## config.mk

```make
export PLATFORM = sky130hd
export DESIGN_NAME = array_stack_with_reverse_top_flat
export DESIGN_NICKNAME = d
export VERILOG_FILES = /design/src/design/asr_pkg.sv /design/src/design/asr_channels.sv /design/src/design/asr_dpath.sv /design/src/design/asr_ctrl.sv /design/src/design/array_stack_with_reverse_top.sv /design/src/flat_wrapper.sv
export VERILOG_INCLUDE_DIRS = /design/src /design/src/design
export SDC_FILE = /design/constraint.sdc
export NUM_CORES = 2
export LEC_CHECK = 0
export ABC_CLOCK_PERIOD_IN_PS = 6950
export BUFFER_PORTS_ARGS = -buffer_cell sky130_fd_sc_hd__buf_2
export CORE_MARGIN = 2
export CORE_UTILIZATION = 45
export DETAILED_ROUTE_END_ITERATION = 7
export SETUP_SLACK_MARGIN = 0.2
export SLEW_MARGIN = 20
export SYNTH_ARGS = -nofsm -noshare
export SYNTH_HDL_FRONTEND = slang
export SYNTH_SLANG_ARGS = --single-unit
```

## constraint.sdc

```tcl
create_clock -name clock -period 6.95 [get_ports clock]
set_input_delay 1.39 -clock clock [delete_from_list [all_inputs] [get_ports clock]]
set_output_delay 1.39 -clock clock [all_outputs]
set_load 0.01 [all_outputs]
```

## src/design/array_stack_with_reverse_top_assert.svh

```systemverilog
// Assertion macros shared by the stack design.
`ifndef ARRAY_STACK_WITH_REVERSE_TOP_ASSERT_SVH
`define ARRAY_STACK_WITH_REVERSE_TOP_ASSERT_SVH

// Same-cycle implication, disabled during reset.
`define ASR_ASSERT_IMPL(lbl, clk, rst, ante, cons) \
   lbl: assert property (@(posedge clk) disable iff (rst) (ante) |-> (cons)) \
      else $error("asr assertion failed");

// Next-cycle implication, disabled during reset.
`define ASR_ASSERT_NEXT(lbl, clk, rst, ante, cons) \
   lbl: assert property (@(posedge clk) disable iff (rst) (ante) |=> (cons)) \
      else $error("asr assertion failed");

`endif

```

## src/design/asr_pkg.sv

```systemverilog
`timescale 1ns / 1ps
package asr_pkg;

   localparam int DEPTH   = 64;
   localparam int ADDR_W  = $clog2(DEPTH);
   localparam int COUNT_W = 7;
   localparam int CAP_W   = 7;
   localparam int DATA_W  = 32;

   localparam logic [CAP_W-1:0] CAP_FALLBACK = CAP_W'(10);

   typedef enum logic [1:0] {
      OP_PUSH    = 2'd0,
      OP_POP     = 2'd1,
      OP_PEEK    = 2'd2,
      OP_REVERSE = 2'd3
   } op_type;

   typedef enum logic [1:0] {
      ST_OK        = 2'd0,
      ST_OVERFLOW  = 2'd1,
      ST_UNDERFLOW = 2'd2
   } status_type;

   typedef enum logic [1:0] {
      WR_PUSH,
      WR_LO,
      WR_HI
   } wsel_type;

   typedef enum logic [2:0] {
      S_IDLE,
      S_EXEC,
      S_READ,
      S_SWAP_RD,
      S_SWAP_WR_LO,
      S_SWAP_WR_HI,
      S_FINISH
   } state_type;

   typedef struct packed {
      logic       latch;
      logic       mem_we;
      wsel_type   wsel;
      logic       rd_en;
      logic       rd_swap;
      logic       swap_init;
      logic       swap_step;
      logic       cnt_inc;
      logic       cnt_dec;
      logic       load;
      logic       use_value;
      status_type status;
   } cmd_type;

   typedef struct packed {
      op_type op;
      logic   empty;
      logic   full;
      logic   few;
      logic   pair_last;
   } stat_type;

   // Zero falls back to the default, anything above the array size clamps.
   function automatic logic [COUNT_W-1:0] eff_cap(input logic [CAP_W-1:0] cap);
      logic [COUNT_W-1:0] res;
      if (cap == '0) begin
         res = COUNT_W'(CAP_FALLBACK);
      end else if (COUNT_W'(cap) > COUNT_W'(DEPTH)) begin
         res = COUNT_W'(DEPTH);
      end else begin
         res = COUNT_W'(cap);
      end
      return res;
   endfunction

endpackage

```

## src/design/asr_channels.sv

```systemverilog
`timescale 1ns / 1ps
interface asr_req_if;
   logic                                valid;
   logic                                ready;
   logic [1:0]                          func;
   logic signed [asr_pkg::DATA_W-1:0]   data;

   modport source (output valid, output func, output data, input ready);
   modport sink (input valid, input func, input data, output ready);
endinterface

interface asr_rsp_if;
   logic                                valid;
   logic                                ready;
   logic signed [asr_pkg::DATA_W-1:0]   value;
   logic [1:0]                          status;
   logic [asr_pkg::COUNT_W-1:0]         count;
   logic                                empty_res;
   logic                                full_res;

   modport source (output valid, output value, output status, output count,
                   output empty_res, output full_res, input ready);
   modport sink (input valid, input value, input status, input count,
                 input empty_res, input full_res, output ready);
endinterface

interface asr_csr_if;
   logic                                valid;
   logic                                ready;
   logic [asr_pkg::CAP_W-1:0]           capacity;

   modport source (output valid, output capacity, input ready);
   modport sink (input valid, input capacity, output ready);
endinterface

```

## src/design/asr_dpath.sv

```systemverilog
`timescale 1ns / 1ps
module asr_dpath (
   input  logic                                clock,
   input  logic                                reset,
   input  asr_pkg::cmd_type                    cmd,
   output asr_pkg::stat_type                   stat,
   input  logic [1:0]                          req_func,
   input  logic signed [asr_pkg::DATA_W-1:0]   req_data,
   input  logic                                csr_we,
   input  logic [asr_pkg::CAP_W-1:0]           csr_capacity,
   output logic signed [asr_pkg::DATA_W-1:0]   rsp_value,
   output logic [1:0]                          rsp_status,
   output logic [asr_pkg::COUNT_W-1:0]         rsp_count,
   output logic                                rsp_empty_res,
   output logic                                rsp_full_res
);

   logic [asr_pkg::DATA_W-1:0]  mem [asr_pkg::DEPTH];

   asr_pkg::op_type             op_ff;
   logic [asr_pkg::DATA_W-1:0]  data_ff;
   logic [asr_pkg::COUNT_W-1:0] count_ff, count_in;
   logic [asr_pkg::CAP_W-1:0]   cap_ff;
   logic [asr_pkg::ADDR_W-1:0]  lo_ff, hi_ff;
   logic [asr_pkg::DATA_W-1:0]  rd_a_ff, rd_b_ff;

   logic [asr_pkg::DATA_W-1:0]  value_ff;
   asr_pkg::status_type         status_ff;
   logic [asr_pkg::COUNT_W-1:0] rcount_ff;
   logic                        empty_ff, full_ff;

   logic [asr_pkg::COUNT_W-1:0] cap_eff;
   logic [asr_pkg::COUNT_W-1:0] top_cnt;
   logic [asr_pkg::ADDR_W-1:0]  top_addr, raddr_a, waddr, span;
   logic [asr_pkg::DATA_W-1:0]  wdata;

   assign cap_eff  = asr_pkg::eff_cap(cap_ff);
   assign top_cnt  = count_ff - asr_pkg::COUNT_W'(1);
   assign top_addr = top_cnt[asr_pkg::ADDR_W-1:0];
   assign raddr_a  = cmd.rd_swap ? lo_ff : top_addr;
   assign span     = hi_ff - lo_ff;

   always_comb begin
      unique case (cmd.wsel)
         asr_pkg::WR_LO: begin
            waddr = lo_ff;
            wdata = rd_b_ff;
         end
         asr_pkg::WR_HI: begin
            waddr = hi_ff;
            wdata = rd_a_ff;
         end
         default: begin
            waddr = count_ff[asr_pkg::ADDR_W-1:0];
            wdata = data_ff;
         end
      endcase
   end

   always_comb begin
      count_in = count_ff;
      if (cmd.cnt_inc) begin
         count_in = count_ff + asr_pkg::COUNT_W'(1);
      end else if (cmd.cnt_dec) begin
         count_in = top_cnt;
      end
   end

   always_ff @(posedge clock) begin
      if (cmd.mem_we) begin
         mem[waddr] <= wdata;
      end
      if (cmd.rd_en) begin
         rd_a_ff <= mem[raddr_a];
         rd_b_ff <= mem[hi_ff];
      end
   end

   always_ff @(posedge clock) begin
      if (reset) begin
         count_ff <= '0;
         cap_ff   <= asr_pkg::CAP_FALLBACK;
      end else begin
         count_ff <= count_in;
         if (csr_we) begin
            cap_ff <= csr_capacity;
         end
      end
   end

   always_ff @(posedge clock) begin
      if (cmd.latch) begin
         op_ff   <= asr_pkg::op_type'(req_func);
         data_ff <= req_data;
      end
      // Walk the two indices toward each other, one pair per step.
      if (cmd.swap_init) begin
         lo_ff <= '0;
         hi_ff <= top_addr;
      end else if (cmd.swap_step) begin
         lo_ff <= lo_ff + asr_pkg::ADDR_W'(1);
         hi_ff <= hi_ff - asr_pkg::ADDR_W'(1);
      end
      if (cmd.load) begin
         value_ff  <= cmd.use_value ? rd_a_ff : '0;
         status_ff <= cmd.status;
         rcount_ff <= count_in;
         empty_ff  <= (count_in == '0);
         full_ff   <= (count_in >= cap_eff);
      end
   end

   assign stat.op        = op_ff;
   assign stat.empty     = (count_ff == '0);
   assign stat.full      = (count_ff >= cap_eff);
   assign stat.few       = (count_ff < asr_pkg::COUNT_W'(2));
   assign stat.pair_last = (span <= asr_pkg::ADDR_W'(2));

   assign rsp_value     = value_ff;
   assign rsp_status    = status_ff;
   assign rsp_count     = rcount_ff;
   assign rsp_empty_res = empty_ff;
   assign rsp_full_res  = full_ff;

endmodule

```

## src/design/asr_ctrl.sv

```systemverilog
`timescale 1ns / 1ps
module asr_ctrl (
   input  logic               clock,
   input  logic               reset,
   input  logic               req_valid,
   output logic               req_ready,
   output logic               rsp_valid,
   input  logic               rsp_ready,
   input  asr_pkg::stat_type  stat,
   output asr_pkg::cmd_type   cmd
);

   asr_pkg::state_type state_ff, state_in;
   logic               rsp_valid_ff, rsp_valid_in;
   logic               out_free;

   assign out_free  = !rsp_valid_ff || rsp_ready;
   assign req_ready = (state_ff == asr_pkg::S_IDLE) && !reset;
   assign rsp_valid = rsp_valid_ff;

   always_ff @(posedge clock) begin
      if (reset) begin
         state_ff     <= asr_pkg::S_IDLE;
         rsp_valid_ff <= 1'b0;
      end else begin
         state_ff     <= state_in;
         rsp_valid_ff <= rsp_valid_in;
      end
   end

   always_comb begin
      state_in = state_ff;
      cmd      = '0;
      cmd.wsel = asr_pkg::WR_PUSH;
      unique case (state_ff)
         asr_pkg::S_IDLE: begin
            if (req_valid) begin
               cmd.latch = 1'b1;
               state_in  = asr_pkg::S_EXEC;
            end
         end
         asr_pkg::S_EXEC: begin
            // Hold until the result register can take a new item.
            if (out_free) begin
               unique case (stat.op)
                  asr_pkg::OP_PUSH: begin
                     cmd.load = 1'b1;
                     if (stat.full) begin
                        cmd.status = asr_pkg::ST_OVERFLOW;
                     end else begin
                        cmd.mem_we  = 1'b1;
                        cmd.cnt_inc = 1'b1;
                        cmd.status  = asr_pkg::ST_OK;
                     end
                     state_in = asr_pkg::S_IDLE;
                  end
                  asr_pkg::OP_POP, asr_pkg::OP_PEEK: begin
                     if (stat.empty) begin
                        cmd.load   = 1'b1;
                        cmd.status = asr_pkg::ST_UNDERFLOW;
                        state_in   = asr_pkg::S_IDLE;
                     end else begin
                        cmd.rd_en = 1'b1;
                        state_in  = asr_pkg::S_READ;
                     end
                  end
                  default: begin
                     if (stat.few) begin
                        cmd.load   = 1'b1;
                        cmd.status = asr_pkg::ST_OK;
                        state_in   = asr_pkg::S_IDLE;
                     end else begin
                        cmd.swap_init = 1'b1;
                        state_in      = asr_pkg::S_SWAP_RD;
                     end
                  end
               endcase
            end
         end
         asr_pkg::S_READ: begin
            if (out_free) begin
               cmd.load      = 1'b1;
               cmd.use_value = 1'b1;
               cmd.status    = asr_pkg::ST_OK;
               cmd.cnt_dec   = (stat.op == asr_pkg::OP_POP);
               state_in      = asr_pkg::S_IDLE;
            end
         end
         asr_pkg::S_SWAP_RD: begin
            cmd.rd_en   = 1'b1;
            cmd.rd_swap = 1'b1;
            state_in    = asr_pkg::S_SWAP_WR_LO;
         end
         asr_pkg::S_SWAP_WR_LO: begin
            cmd.mem_we = 1'b1;
            cmd.wsel   = asr_pkg::WR_LO;
            state_in   = asr_pkg::S_SWAP_WR_HI;
         end
         asr_pkg::S_SWAP_WR_HI: begin
            cmd.mem_we    = 1'b1;
            cmd.wsel      = asr_pkg::WR_HI;
            cmd.swap_step = 1'b1;
            state_in      = stat.pair_last ? asr_pkg::S_FINISH : asr_pkg::S_SWAP_RD;
         end
         asr_pkg::S_FINISH: begin
            if (out_free) begin
               cmd.load   = 1'b1;
               cmd.status = asr_pkg::ST_OK;
               state_in   = asr_pkg::S_IDLE;
            end
         end
         default: begin
            state_in = asr_pkg::S_IDLE;
         end
      endcase
   end

   always_comb begin
      rsp_valid_in = rsp_valid_ff;
      if (cmd.load) begin
         rsp_valid_in = 1'b1;
      end else if (rsp_ready) begin
         rsp_valid_in = 1'b0;
      end
   end

endmodule

```

## src/design/array_stack_with_reverse_top.sv

```systemverilog
`timescale 1ns / 1ps
// Channel   Direction  Payload
// req_ch    in         func, data
// rsp_ch    out        value, status, count, empty_res, full_res
// csr_ch    in         capacity (ready whenever out of reset)
//
// One item at a time. Push, overflow and underflow resolve in S_EXEC; pop and
// peek add S_READ, set by the registered read of the stack memory. Reverse of
// fewer than two words ends in S_EXEC; otherwise it swaps floor(count / 2)
// pairs, one read and two writes each on the single write port, then S_FINISH.
// Reset clears the count and sets capacity to 10; the memory is not cleared.
// A result waits in its output register while rsp_ch stalls; the next item is
// accepted but held before execution until that register frees.
`include "array_stack_with_reverse_top_assert.svh"
module array_stack_with_reverse_top (
   input  logic       clock,
   input  logic       reset,
   asr_req_if.sink    req_ch,
   asr_rsp_if.source  rsp_ch,
   asr_csr_if.sink    csr_ch
);

   asr_pkg::cmd_type  cmd;
   asr_pkg::stat_type stat;

   assign csr_ch.ready = !reset;

   asr_ctrl u_ctrl (
      .clock     (clock),
      .reset     (reset),
      .req_valid (req_ch.valid),
      .req_ready (req_ch.ready),
      .rsp_valid (rsp_ch.valid),
      .rsp_ready (rsp_ch.ready),
      .stat      (stat),
      .cmd       (cmd)
   );

   asr_dpath u_dpath (
      .clock         (clock),
      .reset         (reset),
      .cmd           (cmd),
      .stat          (stat),
      .req_func      (req_ch.func),
      .req_data      (req_ch.data),
      .csr_we        (csr_ch.valid),
      .csr_capacity  (csr_ch.capacity),
      .rsp_value     (rsp_ch.value),
      .rsp_status    (rsp_ch.status),
      .rsp_count     (rsp_ch.count),
      .rsp_empty_res (rsp_ch.empty_res),
      .rsp_full_res  (rsp_ch.full_res)
   );

   `ASR_ASSERT_NEXT(a_one_item, clock, reset, req_ch.valid && req_ch.ready, !req_ch.ready)
   `ASR_ASSERT_IMPL(a_count_range, clock, reset, rsp_ch.valid,
                    rsp_ch.count <= asr_pkg::COUNT_W'(asr_pkg::DEPTH))
   `ASR_ASSERT_IMPL(a_empty_flag, clock, reset, rsp_ch.valid, rsp_ch.empty_res == (rsp_ch.count == '0))
   `ASR_ASSERT_IMPL(a_err_no_value, clock, reset,
                    rsp_ch.valid && rsp_ch.status != asr_pkg::ST_OK, rsp_ch.value == '0)

endmodule
```

## src/flat_wrapper.sv

```systemverilog
// flat-port wrapper written by rule: the top's interface ports become plain ports
module array_stack_with_reverse_top_flat 
  (clock, reset, req_ch_valid, req_ch_func, req_ch_data, req_ch_ready, rsp_ch_valid, rsp_ch_value, rsp_ch_status, rsp_ch_count, rsp_ch_empty_res, rsp_ch_full_res, rsp_ch_ready, csr_ch_valid, csr_ch_capacity, csr_ch_ready);
  asr_req_if req_ch_i ();
  asr_rsp_if rsp_ch_i ();
  asr_csr_if csr_ch_i ();
  input  logic clock;
  input  logic reset;
  input wire logic [$bits(req_ch_i.valid)-1:0] req_ch_valid;
  input wire logic [$bits(req_ch_i.func)-1:0] req_ch_func;
  input wire logic [$bits(req_ch_i.data)-1:0] req_ch_data;
  output wire logic [$bits(req_ch_i.ready)-1:0] req_ch_ready;
  output wire logic [$bits(rsp_ch_i.valid)-1:0] rsp_ch_valid;
  output wire logic [$bits(rsp_ch_i.value)-1:0] rsp_ch_value;
  output wire logic [$bits(rsp_ch_i.status)-1:0] rsp_ch_status;
  output wire logic [$bits(rsp_ch_i.count)-1:0] rsp_ch_count;
  output wire logic [$bits(rsp_ch_i.empty_res)-1:0] rsp_ch_empty_res;
  output wire logic [$bits(rsp_ch_i.full_res)-1:0] rsp_ch_full_res;
  input wire logic [$bits(rsp_ch_i.ready)-1:0] rsp_ch_ready;
  input wire logic [$bits(csr_ch_i.valid)-1:0] csr_ch_valid;
  input wire logic [$bits(csr_ch_i.capacity)-1:0] csr_ch_capacity;
  output wire logic [$bits(csr_ch_i.ready)-1:0] csr_ch_ready;
  assign req_ch_i.valid = req_ch_valid;
  assign req_ch_i.func = req_ch_func;
  assign req_ch_i.data = req_ch_data;
  assign req_ch_ready = req_ch_i.ready;
  assign rsp_ch_valid = rsp_ch_i.valid;
  assign rsp_ch_value = rsp_ch_i.value;
  assign rsp_ch_status = rsp_ch_i.status;
  assign rsp_ch_count = rsp_ch_i.count;
  assign rsp_ch_empty_res = rsp_ch_i.empty_res;
  assign rsp_ch_full_res = rsp_ch_i.full_res;
  assign rsp_ch_i.ready = rsp_ch_ready;
  assign csr_ch_i.valid = csr_ch_valid;
  assign csr_ch_i.capacity = csr_ch_capacity;
  assign csr_ch_ready = csr_ch_i.ready;
  array_stack_with_reverse_top u_core (.clock(clock), .reset(reset), .req_ch(req_ch_i), .rsp_ch(rsp_ch_i), .csr_ch(csr_ch_i));
endmodule
```

==> insert_results.sql <==
INSERT INTO impl_metrics (metric_group, metric, value, unit) VALUES
('run_status', 'status', 'finished, final reports clean', ''),
('pwr', 'power.combinational.fraction', '9.0', '%'),
('synthesis', 'count_of_warnings_emitted_by_yosys', '0', ''),
('critical_path', 'crit-reg2reg-launch', 'u_core.u_dpath.count_ff[0]$_SDFF_PP0_', ''),
('floorplanning', 'design.portCount', '92', ''),
('floorplanning', 'die_ar', '0.233', 'mm^2'),
('place', 'io_buffers', '91', ''),
('synthesis', 'postSynth.asyncResetShare', '0', '%'),
('drt', 'vias_per_cell', '6.86', ''),
('drt', 'via_count', '66100', ''),
('pwr', 'netSwitchingPower', '7.35', 'mW'),
('drt', 'wire_per_inst', '36.9', 'um'),
('floorplanning', 'core.rowCount', '175', ''),
('clock_tree', 'tritoncts.num_buffers', '227', ''),
('timing', 'final.period_utilization', '77.7', '%'),
('run', 'drv_cap', '0', ''),
('synthesis', 'post_synth_top_area_share', '63.9', '%'),
('timing', 'drv_slew', '0', ''),
('clock_tree', 'deepest_level_of_the_cts_h_tree', '4', ''),
('critical_path', 'crit_path_max_fanout', '102', ''),
('pwr', 'post-layout-total-power', '30.2', 'mW'),
('grt', 'globalRoute.totalOverflow', '0', ''),
('critical_path', 'timing.critical_path.to', 'u_core.u_dpath.rd_a_ff[1]$_DFFE_PP_', ''),
('drt', 'sum_of_routed_wire_length_over_all_layers', '356000', 'um'),
('grt', 'grt_start_max_net_pins', '189', ''),
('timing', 'setup_tns', '0', 'ns'),
('critical_path', 'rr_worst_depth', '10', ''),
('timing', 'maxClockFrequency', '185', 'MHz'),
('timing', 'rsz_0062_raised_after_global_routing', 'no', ''),
('final_layout', 'post-route-cell-area', '0.116', 'mm^2'),
('drt', 'drt_pre_antenna_iters', '6', ''),
('timing', 'fin_worst_skew', '0.0717', 'ns'),
('synthesis', 'synthFlopType', 'sky130_fd_sc_hd__edfxtp_1', ''),
('critical_path', 'r2r_end', 'u_core.u_dpath.rd_a_ff[1]$_DFFE_PP_', ''),
('drt', 'drc', '0', ''),
('synthesis', 'yosysSeqAreaShare', '64.3', '%'),
('synthesis', 'netlist.top_cell.by_area', 'sky130_fd_sc_hd__edfxtp_1', ''),
('synthesis', 'synth_edf_count', '2195', ''),
('synthesis', 'synth_seq_cells', '2219', ''),
('critical_path', 'critical_path_arrival', '6.17', 'ns'),
('final_layout', 'post-route-util', '51.1', '%'),
('pwr', 'power_density', '259', 'mW/mm^2'),
('grt', 'wire_length_of_the_first_global_routing_pass', '494000', 'um'),
('timing', 'hold_violations', '0', ''),
('floorplanning', 'die_x', '483', 'um'),
('synthesis', 'synthesis.area', '0.103', 'mm^2'),
('place', 'post-place-ws', '1.54', 'ns'),
('synthesis', 'syn-num-nets', '6452', ''),
('pwr', 'switching_share', '24.4', '%'),
('place', 'finalWeightedCongestion', '0.930', ''),
('final_layout', 'layout.cells.most_common_list', '2195 x sky130_fd_sc_hd__edfxtp_1, 811 x sky130_fd_sc_hd__nand2_1, 800 x sky130_fd_sc_hd__mux4_2', ''),
('clock_tree', 'clk_path_buf_depth', '3', ''),
('floorplanning', 'core_region_area', '0.228', 'mm^2'),
('clock_tree', 'cts.hold.buffers_added', '0', ''),
('clock_tree', 'cts_setup_buffers', '0', ''),
('grt', 'first_global_vias', '63400', ''),
('grt', 'number_of_antenna_violations_at_the_first_check_in_global_routing', '16', ''),
('critical_path', 'critPathRequiredTime', '7.72', 'ns'),
('drt', 'drt_iter0_markers', '10800', ''),
('min_path', 'worst_hold_path_type', 'reg2reg', ''),
('critical_path', 'critPathLaunchType', 'flip-flop', ''),
('synthesis', 'post_synth_inst_count', '6379', ''),
('critical_path', 'critPathCaptureType', 'flip-flop', ''),
('clock_tree', 'clk_root_buffer_cell', 'sky130_fd_sc_hd__clkbuf_16', ''),
('final_layout', 'layout.cells.most_common', 'sky130_fd_sc_hd__edfxtp_1', ''),
('timing', 'max_slew.worst_pin.slew', '1.24', 'ns'),
('timing', 'fin_crit', '5.40', 'ns'),
('critical_path', 'worst-r2r-setup-slack', '1.55', 'ns'),
('pwr', 'clock_power_share', '41.2', '%'),
('synthesis', 'synth.distinct_cells', '61', ''),
('floorplanning', 'initial_util', '45.3', '%');
[how the worst min path moves through the flow]
stage / from / endpoint / slack (ns) / cells after the start
after floorplan: u_core.u_dpath.cap_ff[1]$_SDFFE_PP1P_ / u_core.u_dpath.cap_ff[1]$_SDFFE_PP1P_ / 0.45 / 2
after global placement: u_core.u_dpath.cap_ff[1]$_SDFFE_PP1P_ / u_core.u_dpath.cap_ff[1]$_SDFFE_PP1P_ / 0.48 / 2
after detailed placement: u_core.u_dpath.cap_ff[1]$_SDFFE_PP1P_ / u_core.u_dpath.cap_ff[1]$_SDFFE_PP1P_ / 0.49 / 2
after CTS: u_core.u_dpath.cap_ff[1]$_SDFFE_PP1P_ / u_core.u_dpath.cap_ff[1]$_SDFFE_PP1P_ / 0.50 / 2
after global routing: u_core.u_dpath.cap_ff[1]$_SDFFE_PP1P_ / u_core.u_dpath.cap_ff[1]$_SDFFE_PP1P_ / 0.54 / 2
final: u_core.u_dpath.cap_ff[1]$_SDFFE_PP1P_ / u_core.u_dpath.cap_ff[1]$_SDFFE_PP1P_ / 0.51 / 2
[stage by stage]
stage                     cells  hold slack (ns)
after floorplan            6379            0.451
after global placement     9194            0.484
after detailed placement   9195            0.488
after CTS                  9618            0.504
after global routing       9621            0.538
final                      9633            0.509
[cell families after synthesis]
kind of cell             count (synthesis)  synth area share [%]
adder cells (fa/ha/maj)                 27                 0.335
XOR/XNOR                                20                 0.170
multiplexers                           816                  17.6
buffers and inverters                  570                  2.33
AND/OR/NAND/NOR                       1560                  7.05
AO/OA/AOI/OAI                         1167                  8.18
flip-flops                            2219                  64.3
[sequential cells by signal (all words and copies together) (netlist names), 3 cells and up]
signal / flops
u_core.u_dpath.rd_b_ff: 32
u_core.u_dpath.data_ff: 32
u_core.u_dpath.count_ff: 7
u_core.u_dpath.rd_a_ff: 32
u_core.u_dpath.rsp_value: 32
u_core.u_dpath.hi_ff: 6
u_core.u_dpath.rsp_count: 7
u_core.u_dpath.mem: 2048
u_core.u_ctrl.state_ff: 3
u_core.u_dpath.cap_ff: 7
u_core.u_dpath.lo_ff: 6
[cells in the mapped netlist, types with 14 or more instances]
master / instances
sky130_fd_sc_hd__nor2b_1: 388
sky130_fd_sc_hd__and2_1: 38
sky130_fd_sc_hd__a211oi_1: 515
sky130_fd_sc_hd__mux4_2: 800
sky130_fd_sc_hd__a31oi_1: 259
sky130_fd_sc_hd__inv_1: 30
sky130_fd_sc_hd__and3_1: 34
sky130_fd_sc_hd__edfxtp_1: 2195
sky130_fd_sc_hd__nor4_1: 34
sky130_fd_sc_hd__nor2_1: 150
sky130_fd_sc_hd__a22oi_1: 166
sky130_fd_sc_hd__buf_1: 37
sky130_fd_sc_hd__dfxtp_1: 24
sky130_fd_sc_hd__a311oi_1: 129
sky130_fd_sc_hd__clkbuf_1: 337
sky130_fd_sc_hd__buf_2: 147
sky130_fd_sc_hd__a21oi_1: 53
sky130_fd_sc_hd__ha_1: 26
sky130_fd_sc_hd__nand2_1: 811
sky130_fd_sc_hd__buf_4: 14
sky130_fd_sc_hd__nand3_1: 78
sky130_fd_sc_hd__o21ai_0: 18
[power by group through the flow]
stage | clock [mW] | sequential (mW) | combinational [mW]
after CTS | 12.6 | 15.0 | 2.67
final | 12.4 | 15.0 | 2.72
after floorplan | 0 | 15.3 | 1.58
after detailed placement | 0 | 15.3 | 2.66
after global placement | 0 | 15.3 | 2.62
after global routing | 13.1 | 15.0 | 2.86
[per-layer routing]
layer	track usage [%]	vias up	routed length (um)
li1	-	26300	-
met1	40.1	34400	129000
met2	46.1	4630	162000
met3	7.25	832	40900
met4	17.1	6	23800
met5	0.511	-	195
[worst max-delay path, cell delays in order (launching register included)]
cell and delay (ns):
sky130_fd_sc_hd__dfxtp_1 0.73, sky130_fd_sc_hd__inv_1 0.18, sky130_fd_sc_hd__ha_1 0.47, sky130_fd_sc_hd__mux2i_4 0.92, sky130_fd_sc_hd__buf_4 0.37, sky130_fd_sc_hd__buf_12 0.37, sky130_fd_sc_hd__a211oi_1 0.15, sky130_fd_sc_hd__a311oi_1 0.60
sky130_fd_sc_hd__a211oi_1 0.18, sky130_fd_sc_hd__nor4_1 0.92, sky130_fd_sc_hd__and3_1 0.27
[cell type report]
class                           instances  area (um^2)
Multi-Input combinational cell       3590        35400
Sequential cell                      2219        66400
Antenna cell                           13         32.5
Clock inverter                        159         1710
Timing Repair Buffer                  349         3040
Clock buffer                          264         5820
Tap cell                             3009         3760
Fill cell                           18400       111000
Inverter                               30          113
Note: power is estimated with default switching activity, not from simulation.
